<file path="config.mk">
export PLATFORM = sky130hd
export DESIGN_NAME = bpc_tail
export DESIGN_NICKNAME = d
export VERILOG_FILES = /design/src/hw/rtl/bpc_pkg.sv /design/src/hw/rtl/bpc_tail.sv
export SDC_FILE = /design/constraint.sdc
export NUM_CORES = 2
export LEC_CHECK = 0
export BUFFER_PORTS_ARGS = -buffer_cell sky130_fd_sc_hd__clkbuf_2
export CAP_MARGIN = 20
export CORE_ASPECT_RATIO = 1.5
export CORE_UTILIZATION = 35
export CTS_CLUSTER_SIZE = 16
export DETAILED_ROUTE_END_ITERATION = 10
export GPL_ROUTABILITY_DRIVEN = 0
export PLACE_DENSITY = 0.48
export SETUP_SLACK_MARGIN = 0.1
export SLEW_MARGIN = 25
export SYNTH_ARGS = -nofsm -noshare
export SYNTH_HDL_FRONTEND = slang
export SYNTH_SLANG_ARGS = --single-unit
</file>
<file path="constraint.sdc">
create_clock -name clk -period 10 [get_ports clk]
set_input_delay 0.5 -clock clk [delete_from_list [all_inputs] [get_ports clk]]
set_output_delay 0.5 -clock clk [all_outputs]
set_load 0.01 [all_outputs]
</file>
<file path="src/hw/rtl/bpc_pkg.sv">
// Shared types and constants for the barometric pressure compensation core.
// No dependencies; the core, bpc_div and bpc_tail refer to this package by scoped names.
package bpc_pkg;

	localparam int unsigned DataW   = 32;
	localparam int unsigned CfgIdxW = 8;

	// Sideband widths carried through the temperature and pressure dividers.
	localparam int unsigned TdivSideW = 55;
	localparam int unsigned PdivSideW = 35;

	localparam logic [31:0] OffsetB6 = 32'd4000;
	localparam logic [31:0] BiasB4   = 32'd32768;
	localparam logic [31:0] ScaleB7  = 32'd50000;
	localparam logic [31:0] RoundT   = 32'd8;
	localparam logic [31:0] ParamMg  = 32'd3038;
	localparam logic [31:0] ParamMh  = 32'hFFFF_E343; // -7357
	localparam logic [31:0] ParamMi  = 32'd3791;

	typedef enum logic [1:0] {
		ST_OK   = 2'd0,
		ST_TDIV = 2'd1,
		ST_PDIV = 2'd2
	} status_t;

	typedef enum logic [CfgIdxW-1:0] {
		REG_AC1   = 8'd0,
		REG_AC2   = 8'd1,
		REG_AC3   = 8'd2,
		REG_AC4   = 8'd3,
		REG_AC5   = 8'd4,
		REG_AC6   = 8'd5,
		REG_B1_B2 = 8'd6,
		REG_MC_MD = 8'd7
	} reg_idx_t;

	// Control that travels with the pressure quotient into the tail.
	typedef struct packed {
		logic    valid;
		status_t status;
		logic    big;
	} tail_ctl_t;

	function automatic logic [31:0] sx16(input logic [15:0] v);
		sx16 = {{16{v[15]}}, v};
	endfunction

	function automatic logic [31:0] asr(input logic [31:0] v, input int unsigned n);
		asr = 32'($signed(v) >>> n);
	endfunction

endpackage

</file>
<file path="src/hw/rtl/bpc_tail.sv">
// Final pressure correction stages and the result register of the core.
// Depends on bpc_pkg for constants, status codes and the control struct.
module bpc_tail (
	input  logic                 clk,
	input  logic                 arst_n,
	input  logic                 en,
	input  bpc_pkg::tail_ctl_t   ctl,
	input  logic [31:0]          quo,
	input  logic [31:0]          temp,
	output logic                 res_valid,
	output logic [31:0]          res_temp,
	output logic [31:0]          res_press,
	output bpc_pkg::status_t     res_status
);
	logic                vld_s1, vld_s2, vld_s3;
	bpc_pkg::status_t    st_s1, st_s2, st_s3;
	logic [31:0]         temp_s1, temp_s2, temp_s3;
	logic [31:0]         p_s1, p_s2, p_s3;
	logic [31:0]         x1_s1;
	logic [31:0]         x1sq_s2, pmh_s2;
	logic [31:0]         x1mg_s3, x2_s3;
	logic [31:0]         p_new;
	logic [31:0]         press_fin;

	assign p_new     = ctl.big ? {quo[30:0], 1'b0} : quo;
	assign press_fin = p_s3 + bpc_pkg::asr(bpc_pkg::asr(x1mg_s3, 16) + x2_s3
		+ bpc_pkg::ParamMi, 4);

	always_ff @(posedge clk or negedge arst_n) begin
		if (!arst_n) begin
			vld_s1    <= 1'b0;
			vld_s2    <= 1'b0;
			vld_s3    <= 1'b0;
			res_valid <= 1'b0;
		end else if (en) begin
			vld_s1    <= ctl.valid;
			vld_s2    <= vld_s1;
			vld_s3    <= vld_s2;
			res_valid <= vld_s3;
		end
	end

	always_ff @(posedge clk) begin
		if (en) begin
			p_s1    <= p_new;
			x1_s1   <= bpc_pkg::asr(p_new, 8);
			st_s1   <= ctl.status;
			temp_s1 <= temp;

			x1sq_s2 <= x1_s1 * x1_s1;
			pmh_s2  <= p_s1 * bpc_pkg::ParamMh;
			p_s2    <= p_s1;
			st_s2   <= st_s1;
			temp_s2 <= temp_s1;

			x1mg_s3 <= x1sq_s2 * bpc_pkg::ParamMg;
			x2_s3   <= bpc_pkg::asr(pmh_s2, 16);
			p_s3    <= p_s2;
			st_s3   <= st_s2;
			temp_s3 <= temp_s2;

			res_status <= st_s3;
			res_temp   <= (st_s3 == bpc_pkg::ST_TDIV) ? '0 : temp_s3;
			res_press  <= (st_s3 == bpc_pkg::ST_OK) ? press_fin : '0;
		end
	end
endmodule
</file>
==> impl_metrics.py <==
metrics = {
    "logic_synthesis": {
        "ys_async_sr_fraction_pct": 1.159,
        "avgSynthCellArea_um2": 11.51,
        "synth_ff_type": "edfxtp_1",
        "synth-seq-cells": 345,
        "synth.distinct_cells": 63,
        "yosys_warnings": 0,
        "yosysSeqAreaShare_pct": 29.12,
        "synth_cells": 3086,
        "synth_edf_count": 341,
        "synth_area_um2": 35510,
    },
    "timing": {
        "finalHoldViolations": 0,
        "min_period_ps": 7921,
        "tightest_slew_ps": 955.7,
        "max_slew_margin_pct": 36.29,
        "timing.fmax_ghz": 0.1262,
        "drv_slew": 0,
        "setup_viol": 0,
        "post-route-period-util_pct": 79.21,
        "skew_ps": 34.12,
        "setup-tns-final_ps": 0,
        "rsz0062_at_grt": "no",
    },
    "cells_and_area": {
        "mostFrequentLayoutCell": "inv_1",
        "num-fill-cells": 9934,
        "final_area_um2": 39350,
        "area_growth_pct": 10.81,
        "drive_gt1_share_pct": 8.640,
        "final_cell_mix": "inv_1 (858), fa_1 (560), ha_1 (411), edfxtp_1 (341), clkbuf_2 (136)",
        "fin_nets": 4298,
        "antenna_cells": 0,
    },
    "grt": {
        "grt_use_total_pct": 16.94,
        "grt_antenna_before_repair": 2,
        "grt.overflow.total": 0,
        "grtUsageMet2_pct": 32.60,
        "grtUsageMet3_pct": 2.106,
        "gr-usage-met1_pct": 18.39,
        "grt_pass1_wl_mm": 130.6,
        "grt_max_degree": 93,
        "busiest_layer": "met2",
        "grt_pass1_vias": 23560,
    },
    "setup_path": {
        "cp.arrival_ps": 8200,
        "critical_path_peak_fanout": 15,
        "end_kind": "flip-flop",
        "regToRegStartpoint": "p_s1[20]",
        "path_class": "reg2reg",
        "crit_start": "p_s1[20]",
        "r2r-end": "x1sq_s2[30]",
        "required_ps": 10280,
        "crit_end": "x1sq_s2[30]",
        "reg2regPathDepth": 22,
        "rrSetupSlack_ps": 2080,
        "cp-start-kind": "flip-flop",
    },
    "routing": {
        "wire_per_inst_um": 18.13,
        "wirelength_mm": 83.09,
        "vias": 21230,
        "dr.first_iter.drc_count": 965,
        "ant_nets": 0,
        "firstDrtPassIters": 5,
        "drc_errors": 0,
        "viasPerCell": 4.631,
    },
    "placement": {
        "placed_area_um2": 37900,
        "dp_hpwl_mm": 69.25,
        "port-buffer-count": 137,
    },
    "floorplan": {
        "core_area_um2": 100200,
        "die_height_um": 392.1,
        "die_area_um2": 102800,
        "fp.dieW_um": 262.1,
        "rows": 142,
        "ioPinCount": 138,
        "start_util_pct": 35.44,
    },
    "clock_network": {
        "clk_pin_slew_ps": 60,
        "tritoncts": "built",
        "clkSinkCount": 345,
        "insertion_delay_ps": 580,
        "h-tree-depth": 2,
        "cts_inserted_buffers": 41,
        "cts_root_buf": "clkbuf_16",
        "clk_path_buf_depth": 3,
    },
    "run": {
        "cap_violations": 0,
    },
    "min_path": {
        "hold_start": "temp[0]",
        "worstHoldPathType": "in2reg",
    },
    "outcome": {
        "outcome": "finished clean",
    },
}
[cell families after synthesis]
kind of cell	share of synthesized area, %
fa+ha+maj	46.05
buf+inv	9.556
simple gates	5.782
flops	29.12
compound gates	4.714
xor+xnor	3.601
mux	1.166
other cells	0.01056
[critical path, cell delays in order (launching register included)]
cell       delay, ps
edfxtp_1         820
clkinv_1         490
nor2_1           320
fa_1             490
fa_1             490
inv_1             50
fa_1             440
fa_1             530
fa_1             550
inv_1             50
fa_1             480
inv_1             50
fa_1             470
inv_1             40
ha_1             350
a21o_1           210
a21oi_1          130
o21ai_0          150
or3b_2           510
o21ai_0          360
o2111ai_1        230
o31ai_1          270
xnor2_1          110
[registers in the layout, indices dropped and copies added (netlist names), 29 cells and up]
register	cells
temp_s2	32
res_temp	32
res_press	32
temp_s1	32
p_s1	32
p_s2	32
x1sq_s2	29
temp_s3	32
p_s3	32
[per-layer routing]
metal | vias up | wire [um]
li1 | 9976 | -
met1 | 10760 | 30730
met2 | 346 | 46160
met3 | 142 | 2698
met4 | 2 | 3488
met5 | - | 13
[how the worst min path moves through the flow]
stage | slack (ps) | cells after the start | to
6_report | 110 | 1 | temp_s1[0]
2_1_floorplan | 200 | 0 | res_valid
5_1_grt | 80 | 1 | temp_s1[7]
4_1_cts | 70 | 1 | temp_s1[0]
3_5_place_dp | 320 | 1 | res_valid
3_3_place_gp | 320 | 1 | res_valid
[cells in the mapped netlist (2+ instances only)]
cell type / count / share of area (%)
nand2_1: 133 / 1.4
xnor2_1: 102 / 2.5
a211oi_1: 11 / 0.23
nor3b_1: 2 / 0.042
and3_1: 12 / 0.21
a21oi_1: 71 / 1.0
o31a_1: 3 / 0.074
a211o_1: 2 / 0.049
clkinv_1: 4 / 0.042
o22a_1: 2 / 0.049
o21bai_1: 17 / 0.36
nand3_1: 15 / 0.21
o21ai_0: 40 / 0.56
and4_1: 2 / 0.049
edfxtp_1: 341 / 29
dfrtp_1: 4 / 0.28
nor2_1: 108 / 1.1
nand2b_1: 10 / 0.18
or2_2: 7 / 0.12
a21o_1: 49 / 1.0
a31o_2: 4 / 0.099
nor3_1: 18 / 0.25
inv_1: 858 / 9.1
or3_1: 6 / 0.11
a21boi_0: 3 / 0.063
buf_1: 4 / 0.042
o211ai_1: 5 / 0.11
a31oi_1: 7 / 0.12
a221oi_1: 3 / 0.074
xor2_1: 44 / 1.1
o22ai_1: 6 / 0.11
nand4_1: 9 / 0.16
o2111ai_1: 2 / 0.049
o21a_1: 12 / 0.25
and2_1: 91 / 1.6
fa_1: 560 / 32
ha_1: 411 / 14
mux2_2: 35 / 1.1
clkbuf_1: 37 / 0.39
nor2b_1: 10 / 0.18
mux2i_1: 2 / 0.056
o31ai_1: 3 / 0.063
[area by class of cell]
| class | instances | area (um2) | area share (%) |
|---|---|---|---|
| Sequential cell | 345 | 10340 | 26.28 |
| Clock inverter | 29 | 360.3 | 0.9157 |
| Inverter | 863 | 3239 | 8.232 |
| Tap cell | 1296 | 1622 | 4.121 |
| Clock buffer | 45 | 1072 | 2.725 |
| Multi-Input combinational cell | 1839 | 21800 | 55.39 |
| Timing Repair Buffer | 166 | 919.6 | 2.337 |
[what timing repair did]
item,4_1_cts,5_1_grt
resized for setup,0,0
hold buffers,1,0
endpoints found under the hold margin,4,0
setup buffers,0,0
[through the flow]
step | utilization [%] | setup slack, ps | cells | hold slack [ps]
2_1_floorplan | - | 2990 | 3088 | 204.4
3_3_place_gp | 37.81 | 2230 | 4507 | 315.3
3_5_place_dp | 37.82 | 2109 | 4507 | 318.9
4_1_cts | 39.26 | 2058 | 4582 | 69.47
5_1_grt | 39.27 | 1596 | 4583 | 84.38
6_report | 39.27 | 2079 | 4583 | 107.9
Power is left out: the tool's default activity adds up to more than one toggle a clock period on the data nets, which glitch-free logic cannot reach.
